==> src/design/modexp_pkg.sv <==
`timescale 1ns / 1ps
`default_nettype none

package modexp_pkg;

  // Sequencer states of the exponentiation loop.
  typedef enum logic [2:0] {
    ST_IDLE,
    ST_REDUCE,
    ST_SQUARE,
    ST_MULT,
    ST_FINISH
  } state_t;

  // Register file address width; register index sits above the byte offset.
  localparam int ADDR_WIDTH = 4;

  // Value of the modulus register after reset, truncated to the modulus width.
  localparam logic [63:0] MODULUS_RESET = 64'd7919;

endpackage

`default_nettype wire

==> src/design/modexp_mulmod.sv <==
`timescale 1ns / 1ps
`default_nettype none

// Bit-serial modular multiplier: r = (a * b) mod m, one multiplier bit per
// cycle, most significant bit first. Requires a < m and m > 1; b may be any
// value, so it also reduces b modulo m when a is one.
module modexp_mulmod #(
  parameter int W = 32
) (
  input  wire logic         clk,
  input  wire logic         rst,
  input  wire logic         go,
  input  wire logic [W-1:0] a,
  input  wire logic [W-1:0] b,
  input  wire logic [W-1:0] m,
  output logic              done,
  output logic [W-1:0]      r
);

  localparam int CNT_W = $clog2(W + 1);

  logic             busy;
  logic [CNT_W-1:0] cnt;
  logic [W-1:0]     mplr;
  logic [W-1:0]     acc;
  logic [W-1:0]     acc_next;
  logic [W+1:0]     sum;
  logic [W+1:0]     m1;
  logic [W+1:0]     m2;

  // Double the accumulator and add a when the current multiplier bit is set.
  // The sum stays below 3m, so at most two moduli come off.
  always_comb begin
    sum = {1'b0, acc, 1'b0} + {2'b00, (mplr[W-1] ? a : {W{1'b0}})};
    m1  = {2'b00, m};
    m2  = {1'b0, m, 1'b0};
    if (sum >= m2) begin
      acc_next = W'(sum - m2);
    end else if (sum >= m1) begin
      acc_next = W'(sum - m1);
    end else begin
      acc_next = sum[W-1:0];
    end
  end

  always_ff @(posedge clk) begin
    if (rst) begin
      busy <= 1'b0;
      done <= 1'b0;
      cnt  <= '0;
    end else begin
      done <= 1'b0;
      if (go) begin
        busy <= 1'b1;
        cnt  <= CNT_W'(W);
      end else if (busy) begin
        cnt <= cnt - CNT_W'(1);
        if (cnt == CNT_W'(1)) begin
          busy <= 1'b0;
          done <= 1'b1;
        end
      end
    end
  end

  always_ff @(posedge clk) begin
    if (go) begin
      acc  <= '0;
      mplr <= b;
    end else if (busy) begin
      acc  <= acc_next;
      mplr <= {mplr[W-2:0], 1'b0};
    end
  end

  assign r = acc;

  a_go_busy : assert property (@(posedge clk) disable iff (rst) go |=> busy)
    else $error("multiplier did not start");
  a_acc_range : assert property (@(posedge clk) disable iff (rst)
    busy && !go && cnt != CNT_W'(W) |-> acc < m)
    else $error("partial product left the residue range");
  a_done_pulse : assert property (@(posedge clk) disable iff (rst) done |=> !done)
    else $error("done held longer than one cycle");

endmodule

`default_nettype wire

==> src/design/modular_exponentiation_unit.sv <==
`timescale 1ns / 1ps
`default_nettype none

// Modular exponentiation unit: power_mod = base ** exponent mod modulus, by
// left-to-right square-and-multiply. A transfer is taken at the rising edge
// where start is high and busy is low; base and exponent are captured there
// and the modulus register is sampled at the same time. busy stays high until
// the result has gone out. The result appears on power_mod for exactly one
// cycle with done high, and the receiver cannot stall it, so it must take the
// value in that cycle. All work runs through one bit-serial modular multiplier.
// The base is first reduced modulo the modulus (one product), then every one
// of the EXP_WIDTH exponent bits costs a squaring, plus a multiply when the
// bit is set. A zero exponent returns 1 and a modulus of 0 or 1 with a nonzero
// exponent returns 0; both skip the multiplier and go straight to the result.
// The modulus lives in register 0 of the APB port (byte address 0), resets to
// 7919 and should only be written while busy is low.
module modular_exponentiation_unit #(
  parameter int MOD_WIDTH = 32,
  parameter int EXP_WIDTH = 63
) (
  input  wire logic                                  clk,
  input  wire logic                                  rst,
  input  wire logic                                  psel,
  input  wire logic                                  penable,
  input  wire logic                                  pwrite,
  input  wire logic [modexp_pkg::ADDR_WIDTH-1:0]     paddr,
  input  wire logic [((MOD_WIDTH > 32) ? 64 : 32)-1:0] pwdata,
  output logic      [((MOD_WIDTH > 32) ? 64 : 32)-1:0] prdata,
  output logic                                       pready,
  input  wire logic                                  start,
  output logic                                       busy,
  input  wire logic [MOD_WIDTH-1:0]                  base,
  input  wire logic [EXP_WIDTH-1:0]                  exponent,
  output logic                                       done,
  output logic      [MOD_WIDTH-1:0]                  power_mod
);

  localparam int DATA_W    = (MOD_WIDTH > 32) ? 64 : 32;
  localparam int REG_SHIFT = (MOD_WIDTH > 32) ? 3 : 2;
  localparam int IDX_W     = $clog2(EXP_WIDTH);

  modexp_pkg::state_t state;
  modexp_pkg::state_t state_next;

  logic [MOD_WIDTH-1:0] modulus;
  logic [MOD_WIDTH-1:0] m_reg;
  logic [MOD_WIDTH-1:0] base_r;
  logic [MOD_WIDTH-1:0] base_r_next;
  logic [MOD_WIDTH-1:0] res;
  logic [MOD_WIDTH-1:0] res_next;
  logic [EXP_WIDTH-1:0] e_sh;
  logic [EXP_WIDTH-1:0] e_sh_next;
  logic [IDX_W-1:0]     idx;
  logic [IDX_W-1:0]     idx_next;
  logic                 mm_go;
  logic                 mm_go_next;
  logic                 mm_done;
  logic [MOD_WIDTH-1:0] mm_a;
  logic [MOD_WIDTH-1:0] mm_b;
  logic [MOD_WIDTH-1:0] mm_r;
  logic                 accept;
  logic                 reg_hit;
  logic                 cfg_write;
  logic                 cur_bit;
  logic                 last_bit;

  // ---------------------------------------------------------------------
  // Configuration port. Only register 0 exists; any other index reads as
  // zero and ignores writes.
  // ---------------------------------------------------------------------
  assign pready    = 1'b1;
  assign reg_hit   = ((paddr >> REG_SHIFT) == '0);
  assign cfg_write = psel && penable && pwrite && pready && reg_hit;
  assign prdata    = reg_hit ? DATA_W'(modulus) : '0;

  always_ff @(posedge clk) begin
    if (rst) begin
      modulus <= modexp_pkg::MODULUS_RESET[MOD_WIDTH-1:0];
    end else if (cfg_write) begin
      modulus <= pwdata[MOD_WIDTH-1:0];
    end
  end

  // ---------------------------------------------------------------------
  // Sequencer.
  // ---------------------------------------------------------------------
  assign busy     = (state != modexp_pkg::ST_IDLE);
  assign accept   = start && !busy;
  assign cur_bit  = e_sh[EXP_WIDTH-1];
  assign last_bit = (idx == '0);

  always_comb begin
    state_next = state;
    case (state)
      modexp_pkg::ST_IDLE: begin
        if (accept) begin
          if (exponent == '0 || modulus <= MOD_WIDTH'(1)) begin
            state_next = modexp_pkg::ST_FINISH;
          end else begin
            state_next = modexp_pkg::ST_REDUCE;
          end
        end
      end
      modexp_pkg::ST_REDUCE: begin
        if (mm_done) begin
          state_next = modexp_pkg::ST_SQUARE;
        end
      end
      modexp_pkg::ST_SQUARE: begin
        if (mm_done) begin
          if (cur_bit) begin
            state_next = modexp_pkg::ST_MULT;
          end else if (last_bit) begin
            state_next = modexp_pkg::ST_FINISH;
          end
        end
      end
      modexp_pkg::ST_MULT: begin
        if (mm_done) begin
          if (last_bit) begin
            state_next = modexp_pkg::ST_FINISH;
          end else begin
            state_next = modexp_pkg::ST_SQUARE;
          end
        end
      end
      modexp_pkg::ST_FINISH: begin
        state_next = modexp_pkg::ST_IDLE;
      end
      default: begin
        state_next = modexp_pkg::ST_IDLE;
      end
    endcase
  end

  // Datapath updates and multiplier launches. A launch is registered, so go
  // reaches the multiplier in the same cycle as the state that selects its operands.
  always_comb begin
    res_next    = res;
    base_r_next = base_r;
    e_sh_next   = e_sh;
    idx_next    = idx;
    mm_go_next  = 1'b0;
    case (state)
      modexp_pkg::ST_IDLE: begin
        if (accept) begin
          base_r_next = base;
          e_sh_next   = exponent;
          idx_next    = IDX_W'(EXP_WIDTH - 1);
          if (exponent == '0) begin
            res_next = MOD_WIDTH'(1);
          end else if (modulus <= MOD_WIDTH'(1)) begin
            res_next = '0;
          end else begin
            res_next   = MOD_WIDTH'(1);
            mm_go_next = 1'b1;
          end
        end
      end
      modexp_pkg::ST_REDUCE: begin
        if (mm_done) begin
          base_r_next = mm_r;
          mm_go_next  = 1'b1;
        end
      end
      modexp_pkg::ST_SQUARE: begin
        if (mm_done) begin
          res_next = mm_r;
          if (cur_bit) begin
            mm_go_next = 1'b1;
          end else if (!last_bit) begin
            e_sh_next  = {e_sh[EXP_WIDTH-2:0], 1'b0};
            idx_next   = idx - IDX_W'(1);
            mm_go_next = 1'b1;
          end
        end
      end
      modexp_pkg::ST_MULT: begin
        if (mm_done) begin
          res_next = mm_r;
          if (!last_bit) begin
            e_sh_next  = {e_sh[EXP_WIDTH-2:0], 1'b0};
            idx_next   = idx - IDX_W'(1);
            mm_go_next = 1'b1;
          end
        end
      end
      default: begin
      end
    endcase
  end

  always_ff @(posedge clk) begin
    if (rst) begin
      state <= modexp_pkg::ST_IDLE;
      mm_go <= 1'b0;
    end else begin
      state <= state_next;
      mm_go <= mm_go_next;
    end
  end

  always_ff @(posedge clk) begin
    res    <= res_next;
    base_r <= base_r_next;
    e_sh   <= e_sh_next;
    idx    <= idx_next;
    if (accept) begin
      m_reg <= modulus;
    end
  end

  // Operand selection for the shared multiplier. During base reduction the
  // raw base is the multiplier operand and one is the multiplicand.
  always_comb begin
    case (state)
      modexp_pkg::ST_REDUCE: begin
        mm_a = MOD_WIDTH'(1);
        mm_b = base_r;
      end
      modexp_pkg::ST_MULT: begin
        mm_a = res;
        mm_b = base_r;
      end
      default: begin
        mm_a = res;
        mm_b = res;
      end
    endcase
  end

  modexp_mulmod #(
    .W(MOD_WIDTH)
  ) u_mulmod (
    .clk (clk),
    .rst (rst),
    .go  (mm_go),
    .a   (mm_a),
    .b   (mm_b),
    .m   (m_reg),
    .done(mm_done),
    .r   (mm_r)
  );

  assign done      = (state == modexp_pkg::ST_FINISH);
  assign power_mod = res;

  a_accept_busy : assert property (@(posedge clk) disable iff (rst) accept |=> busy)
    else $error("transfer accepted but unit not busy");
  a_done_once : assert property (@(posedge clk) disable iff (rst) done |=> !done)
    else $error("result strobe longer than one cycle");
  a_launch_busy : assert property (@(posedge clk) disable iff (rst)
    mm_go |-> (state == modexp_pkg::ST_REDUCE || state == modexp_pkg::ST_SQUARE ||
               state == modexp_pkg::ST_MULT))
    else $error("multiplier launched outside a product step");
  a_result_range : assert property (@(posedge clk) disable iff (rst)
    done && m_reg != '0 && power_mod != MOD_WIDTH'(1) |-> power_mod < m_reg)
    else $error("result not reduced modulo the modulus");

endmodule

`default_nettype wire

==> config.mk <==
export PLATFORM = sky130hd
export DESIGN_NAME = modular_exponentiation_unit
export DESIGN_NICKNAME = d
export VERILOG_FILES = /design/src/design/modexp_pkg.sv /design/src/design/modexp_mulmod.sv /design/src/design/modular_exponentiation_unit.sv
export SDC_FILE = /design/constraint.sdc
export NUM_CORES = 1
export LEC_CHECK = 0
export BUFFER_PORTS_ARGS = -buffer_cell sky130_fd_sc_hd__buf_4
export CORE_MARGIN = 4
export CORE_UTILIZATION = 50
export DETAILED_ROUTE_END_ITERATION = 12
export GPL_ROUTABILITY_DRIVEN = 1
export PLACE_DENSITY = 0.73
export SYNTH_ARGS = -nofsm -noshare
export SYNTH_HDL_FRONTEND = slang
export SYNTH_SLANG_ARGS = --single-unit
export TNS_END_PERCENT = 10
==> constraint.sdc <==
create_clock -name clk -period 9.75 [get_ports clk]
set_input_delay 0 -clock clk [delete_from_list [all_inputs] [get_ports clk]]
set_output_delay 0 -clock clk [all_outputs]
set_load 0.01 [all_outputs]
==> run metrics, run 1 <==
status=complete, no violations; Die Area=37,700 um2; Max Fclk=0.124 GHz; worst vdd rail ir drop=0.188 mV; Reg with most FFs=e_sh; via count of the first global-routing pass=14,656; CP endpoint kind=flop; Least-Margin Pin Slew=1100 ps; worst-case clock skew=14.6 ps; Seq. cell area=7440 um2; register bit total from synthesis=273; top cell type by total area after synthesis=edfxtp_1; Std-Cell Core Area=33,900 um2; Sw Share=42.6%; commonest non-fill, non-tap cells in the layout=217 x buf_4, 197 x edfxtp_1, 161 x dlygate4sd3_1; Final min period=8060 ps; placed cell count=2,367; setup tns final=0 ps; Detailed Route Iter0 Violations=1,216; total CTS buffers=29; reg-to-reg startpoint=state[0]; Area after DPL=19,200 um2; RD Place Congestion=0.966; setup violators final=0; CTS tree=done; Reg2Reg Depth=23; WS Path Type=flop to flop; RSZ-0062 raised after global routing=no; IO Count=204; port bufs=200; crit path max fanout=35; largest net degree at the start of global routing=70; Post-Synthesis Cells=1,787; Int Pwr=3.17 mW; global-route wire length before repair=79,100 um; total nets after synthesis=2,025; routed length per instance=19.5 um; hold_sp=exponent[58]; post-route cell area=21,800 um2; Synth cell types=78; DRT Pass-1 Iters=5; row count=67; total wire length=50,500 um; number of flip-flops in the largest register=63; crit share post-route=82.7%; Post-DRT Antenna Nets=0; clock share of power=20.2%; register area share after synthesis=43.0%; Area Growth Syn to Fin=25.8%; Avg Cell Area, Syn=9.69 um2; ys async rst share=0%; Overflow after GRT=0; Skew-Pair Late Insertion Delay=570 ps; Post-Layout Cell Count=2,584; die height=194 um; internal reg-to-reg setup slack=1690 ps; Critical Path Source=state[0]; max cap viols=0; initial core utilization=51.1%; HP Class=input port to flop; routed vias=15,420; crit path DAT=8510 ps; layout cells sized above 1=15.2%; Top FF cell, synth=edfxtp_1; chip width=194 um; post_cts resized=0; Fillers=2,703; power share of the combinational group=52.1%; Hold Path Sink=e_sh[58]; dominant cells by area after synthesis=edfxtp_1 34%, dfxtp_1 8.8%, ha_1 7.1%, a21oi_1 4.6%, and2_1 3.6%; clk slew on worst S/H paths=60 ps; Yosys top cell area share=34.2%; # DRC=0; final hold violation count=0; pwr/cell area=254 nW/um2; switching power total=2.36 mW; worst path required time=10,200 ps; Syn. warnings=0; Tot GR Track Use=25.3%; DP HPWL=35,400 um; CP Launch Type=flop; Post-CTS Setup Bufs=0; sequential power share=27.7%; slew margin rel.=27.0%; Pleak=9.02 nW; Max clock buf depth=3; H-tree levels=1; initial antenna violation count=2; fin. max-slew vios=0; worst hold margin=279 ps; clock sinks=273; Mapped Area=17,300 um2; Clk Tree Root Cell=clkbuf_16; Worst Hold Depth=3; number of flops mapped to enable cells by yosys=197; # hold bufs at CTS=161; Multi-input gate area=9290 um2; Crit Reg-Reg Endpoint=u_mulmod.r[31]; leading cell type in the layout, fill and taps excluded=buf_4; nets=2,349; DR vias/cell=5.97
-- layer usage --
layer	vias to the layer above	wire length, um	global-route usage, %
met4	0	1130	5.78
met3	73	3770	3.23
met1	7349	23100	37.7
li1	7342	-	-
met2	656	22500	39.4
met5	-	0	0
-- worst max-delay path: stages, from the launching register on --
cell and delay [ps]:
dfxtp_1 560, nand2b_2 140, nor2_4 800, nor2b_1 140
buf_4 270, and2_1 190, ha_1 440, nand4_1 150
nand2b_1 190, or3_1 370, o22ai_1 450, o21a_1 250
o41a_1 150, xor2_1 440, ha_1 400, a21o_1 200
a21oi_1 130, nor2_1 60, a311o_1 380, a221oi_2 350
and3_1 730, nand2_1 610, o311ai_1 410, nor2_1 70
-- final cells by class --
type / count / share of cell area, %
clock buffers: 43 / 3.71
clock inverters: 11 / 0.689
diodes: 2 / 0.0230
inverters: 75 / 1.29
multi-input cells: 1354 / 42.7
flip-flops and latches: 273 / 34.2
well taps: 448 / 2.57
repair buffers: 378 / 14.9
-- Yosys cell counts, drive strengths merged (4+ instances only) --
cell / n
a2111oi: 8
a211o: 14
a211oi: 28
a21o: 30
a21oi: 160
a221oi: 4
a22o: 61
a311oi: 6
a31o: 6
a31oi: 28
and2: 99
and3: 13
and4: 4
buf: 21
clkbuf: 64
dfxtp: 76
edfxtp: 197
ha: 98
inv: 75
mux2: 33
mux2i: 48
nand2: 144
nand2b: 19
nand3: 34
nand3b: 18
nand4: 21
nor2: 124
nor2b: 11
nor3: 48
nor4: 26
o211ai: 17
o21a: 10
o21ai: 68
o21bai: 18
o22ai: 8
o311ai: 4
o31ai: 7
or2: 5
or3: 16
xnor2: 48
xor2: 25
-- stage by stage --
step	power (mW)	util [%]	setup WS, ps
2_1_floorplan	3.58	-	1680
3_3_place_gp	4.24	56.7	1990
3_5_place_dp	4.30	56.7	1780
4_1_cts	5.47	64.3	1760
5_1_grt	5.85	64.3	1150
6_report	5.53	64.3	1690
-- power by group through the flow --
| stage | clock (mW) | combinational, mW | sequential (mW) |
|---|---|---|---|
| floorplan | 0 | 2.08 | 1.49 |
| global placement | 0 | 2.70 | 1.55 |
| detailed placement | 0 | 2.75 | 1.55 |
| CTS | 1.13 | 2.81 | 1.53 |
| global route | 1.18 | 3.13 | 1.55 |
| finish | 1.12 | 2.88 | 1.53 |
-- logic make-up after synthesis --
kind of cell / after synthesis / synth area share (%)
and+or+nand+nor: 587 / 17.0
buffers and inverters: 160 / 3.64
xor gates and xnor gates: 73 / 3.69
adders and majority gates: 101 / 7.43
other: 1 / 0.0217
AOI/OAI and AO/OA: 511 / 20.3
muxes: 81 / 4.92
DFF: 273 / 43.0
-- worst max path at each step --
stage | endpoint | slack (ps) | cells after the start
floorplan | e_sh[0] | 1680 | 7
global placement | u_mulmod.r[31] | 1990 | 23
detailed placement | u_mulmod.r[24] | 1780 | 23
CTS | u_mulmod.r[24] | 1760 | 23
global route | u_mulmod.r[31] | 1150 | 23
finish | u_mulmod.r[31] | 1690 | 23
Power figures use the tool's default switching activity.
==> run 2: changes to the inputs <==
- clock period: 9.75 -> 7.7 ns (I/O delays scaled with it)
==> run metrics, run 2 (same netlist as run 1, synthesis figures left out) <==
post_cts resized=0 (unchanged); IO Count=204 (unchanged); setup violators final=0 (unchanged); crit path DAT=7720 ps (-790 ps); routed length per instance=19.4 um (-0.89%); critical-path cell list=nand2b_2 > nor2_4 > nor2b_1 > buf_4 > nand2_1 > fa_1 > nor2b_1 > o311ai_1 > a31o_2 > o31ai_1 > a31oi_1 > xnor2_1 > ha_1 > and3_1 > and2_1 > a221oi_1 > nand3_1 > a211oi_1 > o311a_4 > a21o_1 > nor3_1 > o41ai_1; H-tree levels=1 (unchanged); worst vdd rail ir drop=0.231 mV (+23%); DP HPWL=35,600 um (+0.64%); routed vias=15,315 (-0.68%); hold_sp=base[30]; initial antenna violation count=1 (-1); setup tns final=0 ps (unchanged); Seq. cell area=7440 um2 (unchanged); chip width=194 um (unchanged); internal reg-to-reg setup slack=430 ps (-1260 ps); Least-Margin Pin Slew=1090 ps (-3.70 ps); Reg2Reg Depth=22 (-4.3%); Area after DPL=19,200 um2 (+0.12%); Max clock buf depth=3 (unchanged); Fillers=2,701 (-0.074%); HP Class=input port to flop; via count of the first global-routing pass=14,469 (-1.3%); leading cell type in the layout, fill and taps excluded=buf_4; RD Place Congestion=0.958 (-0.85%); Worst path max stage delay=610 ps (-190 ps); Max Fclk=0.138 GHz (+11%); final hold violation count=0 (unchanged); pwr/cell area=322 nW/um2 (+27%); worst-case clock skew=25.5 ps (+11.0 ps); Area Growth Syn to Fin=26.1%; commonest non-fill, non-tap cells in the layout=220 x buf_4, 197 x edfxtp_1, 161 x dlygate4sd3_1; worst path required time=8150 ps (-2050 ps); CP most frequent cell=nor2b_1; Buf/Inv on CP=1 (unchanged); slew margin rel.=27.2% (+0.25 points); Tot GR Track Use=25.1% (-0.16 points); Clk Tree Root Cell=clkbuf_16; logic depth of the worst path, buffers included=22 (-4.3%); CP endpoint kind=flop; initial core utilization=51.1% (unchanged); Reg with most FFs=e_sh; # hold bufs at CTS=161 (unchanged); Final min period=7270 ps (-789 ps); clk slew on worst S/H paths=60 ps (about the same); Post-DRT Antenna Nets=0 (unchanged); global-route wire length before repair=78,500 um (-0.75%); status=complete, no violations; Detailed Route Iter0 Violations=1,299 (+6.8%); clock sinks=273 (unchanged); post-route cell area=21,800 um2 (+0.25%); nets=2,352 (+0.13%); reg-to-reg startpoint=state[2]; Die Area=37,700 um2 (unchanged); fin. max-slew vios=0 (unchanged); WS Path Type=flop to flop; die height=194 um (unchanged); port bufs=200 (unchanged); Multi-input gate area=9290 um2 (unchanged); crit share post-route=94.4% (+12 points); Skew-Pair Late Insertion Delay=560 ps (about the same); CTS tree=done; Post-CTS Setup Bufs=0 (unchanged); crit path max fanout=30 (-14%); # DRC=0 (unchanged); Overflow after GRT=0 (unchanged); crit-path leading delay family=compound AO/OA/AOI/OAI gates; number of flip-flops in the largest register=63 (unchanged); largest net degree at the start of global routing=70 (unchanged); CP Launch Type=flop; DRT Pass-1 Iters=5 (unchanged); total CTS buffers=29 (unchanged); DR vias/cell=5.92 (-0.72%); Pleak=9.06 nW (+0.49%); row count=67 (unchanged); max cap viols=0 (unchanged); RSZ-0062 raised after global routing=no; CP max-delay cell=a211oi_1; total wire length=50,100 um (-0.85%); Crit Reg-Reg Endpoint=u_mulmod.r[30]; CP endpoint=u_mulmod.r[30]; Std-Cell Core Area=33,900 um2 (unchanged); Critical Path Source=state[2]; Ant. Diodes=0 (-2); layout cells sized above 1=15.7% (+0.45 points)
run 2: cell types whose count changed in the layout (fill, tap and decap cells not counted), moves of 3 or more:
cell       delta
buf_4         +3
bufinv_16     -3
clkbuf_1      -7
clkbuf_16     +3
clkbuf_8      +6
run 2: stage by stage:
step | power [mW] | std cells | setup WS [ps] | utilization, % | hold slack (ps)
CTS | 6.95 | 2585 | 573 | 64.5 | 264
detailed placement | 5.46 | 2370 | 654 | 56.8 | 215
finish | 7.03 | 2585 | 428 | 64.5 | 292
floorplan | 4.53 | 1787 | 1250 | - | 124
global placement | 5.40 | 2370 | 919 | 56.8 | 210
global route | 7.45 | 2585 | 77.5 | 64.5 | 290
run 2: layer usage:
layer / share of wire (%) / vias to the layer above / global-route usage, %
met4: 2.0 / 0 / 4.64
met3: 7.4 / 59 / 3.30
met2: 44 / 627 / 39.0
li1: - / 7358 / -
met1: 47 / 7271 / 38.0
met5: 0 / - / 0
run 2: worst min-delay path by stage:
stage	endpoint	depth (start not counted)	slack, ps
after floorplan	modulus[0]	2	120
after global placement	modulus[2]	3	210
after detailed placement	modulus[5]	3	220
after CTS	e_sh[57]	3	260
after global routing	base_r[4]	3	290
final	base_r[30]	3	290
run 2: report_power, final:
part / switching (mW) / leakage [nW] / internal (mW)
logic: 2.25 / 6.08 / 1.43
registers: 0.168 / 2.49 / 1.77
clock network: 0.574 / 0.495 / 0.839
total: 2.99 / 9.06 / 4.04
run 2: cell type report:
class	count	share of cell area (%)
Clock buffer	45	4.30
Clock inverter	9	0.252
Inverter	75	1.29
Multi-Input combinational cell	1354	42.6
Sequential cell	273	34.1
Tap cell	448	2.57
Timing Repair Buffer	381	14.9
run 2: worst min-delay path, stage by stage:
cell           delay (ps)
dlygate4sd3_1         520
buf_4                 100
mux2_2                120
==> run 3: changes to the inputs <==
- PLACE_DENSITY: 0.73 -> 0.69
==> run metrics, run 3 (same netlist as run 1, synthesis figures left out) <==
status=complete, no violations; WL met2=21,300 um (-3.0%); nets=2,354 (+0.085%); HP Class=input port to flop; Placement Setup Slack=711 ps (+56.6 ps); worst path required time=8150 ps (about the same); clock sinks=273 (unchanged); Std-Cell Core Area=33,900 um2 (unchanged); Seq. cell area=7440 um2 (unchanged); critical-path cell list=nand2b_2 > nor2_4 > nor2b_1 > buf_4 > nand2_1 > fa_1 > nor2b_1 > o311ai_1 > a31o_2 > o31ai_1 > a41o_1 > mux2i_1 > a211o_1 > ha_1 > a21o_1 > a21o_1 > a21o_1 > a311o_1 > a221oi_2 > and3_1 > buf_4 > nand2_1 > o311ai_1 > nor2_1; setup tns final=0 ps (unchanged); Worst Hold Depth=3 (unchanged); routed length per instance=19.0 um (-1.7%); CP Launch Type=flop; commonest non-fill, non-tap cells in the layout=221 x buf_4, 197 x edfxtp_1, 161 x dlygate4sd3_1; routed vias=15,270 (-0.29%); Die Area=37,700 um2 (unchanged); Fillers=2,644 (-2.1%); initial antenna violation count=1 (unchanged); global-route wire length before repair=78,300 um (-0.21%); CTS tree=done; CP endpoint kind=flop; DR top layer=met4; pwr/cell area=322 nW/um2 (about the same); Skew-Pair Late Insertion Delay=580 ps (+20 ps); Tot GR Track Use=24.9% (-0.20 points); final hold violation count=0 (unchanged); Max Fclk=0.140 GHz (+1.8%); RD Place Congestion=0.918 (-4.2%); Post-DRT Antenna Nets=0 (unchanged); IO Count=204 (unchanged); CP most frequent cell=a21o_1; crit path DAT=7590 ps (-130 ps); via count of the first global-routing pass=14,489 (+0.14%); die height=194 um (unchanged); H-tree levels=1 (unchanged); Multi-input gate area=9290 um2 (unchanged); M1 wire length=23,600 um (+0.91%); crit share post-route=92.8% (-1.7 points); Final min period=7140 ps (-129 ps); # DRC=0 (unchanged); DRT Pass-1 Iters=5 (unchanged); layout cells sized above 1=15.6% (-0.061 points); row count=67 (unchanged); Reg2Reg Depth=24 (+9.1%); RSZ-0062 raised after global routing=no; chip width=194 um (unchanged); WS Path Type=flop to flop; slew margin rel.=30.2% (+3.0 points); Pleak=9.05 nW (-0.10%); max cap viols=0 (unchanged); Ant. Diodes=0 (unchanged); port bufs=200 (unchanged); Buf/Inv on CP=2 (+1); initial core utilization=51.1% (unchanged); crit path max fanout=30 (unchanged); Pwr Total=7.04 mW (+0.11%); internal reg-to-reg setup slack=560 ps (+130 ps); hold_sp=exponent[58]; Max clock buf depth=3 (unchanged); clk slew on worst S/H paths=60 ps (about the same); Overflow after GRT=0 (unchanged); DR vias/cell=5.90 (-0.37%); Clk Tree Root Cell=clkbuf_16; setup ws final=557 ps (+129 ps); Detailed Route Iter0 Violations=1,253 (-3.5%); reg-to-reg startpoint=state[2]; total wire length=49,300 um (-1.6%); DP HPWL=35,000 um (-1.8%); Least-Margin Pin Slew=1050 ps (-44.8 ps); fin. max-slew vios=0 (unchanged); number of flip-flops in the largest register=63 (unchanged); setup violators final=0 (unchanged); Crit Reg-Reg Endpoint=u_mulmod.r[31]; post_cts resized=0 (unchanged); worst vdd rail ir drop=0.188 mV (-18%); Critical Path Source=state[2]; Worst path max stage delay=560 ps (-50 ps); crit-path leading delay family=compound AO/OA/AOI/OAI gates; CP max-delay cell=o31ai_1; Area Growth Syn to Fin=26.2% (about the same); Reg with most FFs=e_sh; Hold Path Sink=e_sh[58]; total CTS buffers=30 (+3.4%); worst hold margin=277 ps (-14.4 ps); leading cell type in the layout, fill and taps excluded=buf_4; WL met3=3520 um (-5.0%); largest net degree at the start of global routing=70 (unchanged); worst-case clock skew=17.8 ps (-7.76 ps)
==> run 3: cell types whose count changed in the layout (fill, tap and decap cells not counted), sizes merged <==
cell | before | now
buf | 220 | 221
bufinv | 0 | 2
clkinvlp | 1 | 3
inv | 78 | 75
clkinv | 5 | 9
clkbuf | 45 | 41
==> run 3: through the flow <==
stage          area, um2  cells  utilization, %
5_1_grt            21800   2587            64.5
2_1_floorplan      17300   1787               -
4_1_cts            21800   2587            64.5
6_report           21800   2587            64.5
3_3_place_gp       19200   2371            56.8
3_5_place_dp       19200   2371            56.8
==> run 3: timing repair <==
item,in CTS,in global routing
buffers inserted,0,0
hold buffers,161,0
endpoints found under the hold margin,134,0
==> run 3: layout make-up <==
cell class | count | area share, %
Timing Repair Buffer | 382 | 15.0
Clock inverter | 14 | 0.642
Sequential cell | 273 | 34.1
Multi-Input combinational cell | 1354 | 42.6
Tap cell | 448 | 2.57
Clock buffer | 41 | 3.91
Inverter | 75 | 1.29
==> run 3: worst max path at each step <==
stage / to / slack [ps] / cells after the start
4_1_cts: u_mulmod.r[30] / 670 / 23
2_1_floorplan: e_sh[0] / 1250 / 7
5_1_grt: u_mulmod.r[26] / 190 / 23
3_5_place_dp: u_mulmod.r[31] / 710 / 24
3_3_place_gp: u_mulmod.r[31] / 890 / 24
6_report: u_mulmod.r[31] / 560 / 24
==> run 3: power by group <==
| part | internal, mW | switching [mW] |
|---|---|---|
| Combinational | 1.43 | 2.22 |
| Sequential | 1.77 | 0.165 |
| Clock | 0.841 | 0.601 |
| Total | 4.05 | 2.99 |
==> run 3: worst register-to-register path: stages (launching register included) <==
cell,delay [ps]
dfxtp_1,550
nand2b_2,240
nor2_4,40
nor2b_1,140
buf_4,270
nand2_1,140
fa_1,450
nor2b_1,180
o311ai_1,140
a31o_2,300
o31ai_1,560
a41o_1,300
mux2i_1,80
a211o_1,350
ha_1,380
a21o_1,220
a21o_1,170
a21o_1,210
a311o_1,420
a221oi_2,350
and3_1,310
buf_4,250
nand2_1,450
o311ai_1,440
nor2_1,70
==> run 3: metal layers <==
metal  vias up  global-route usage, %
li1       7342                      -
met1      7231                   38.6
met2       637                   37.6
met3        60                   3.42
met4         0                   4.45
met5         -                      0
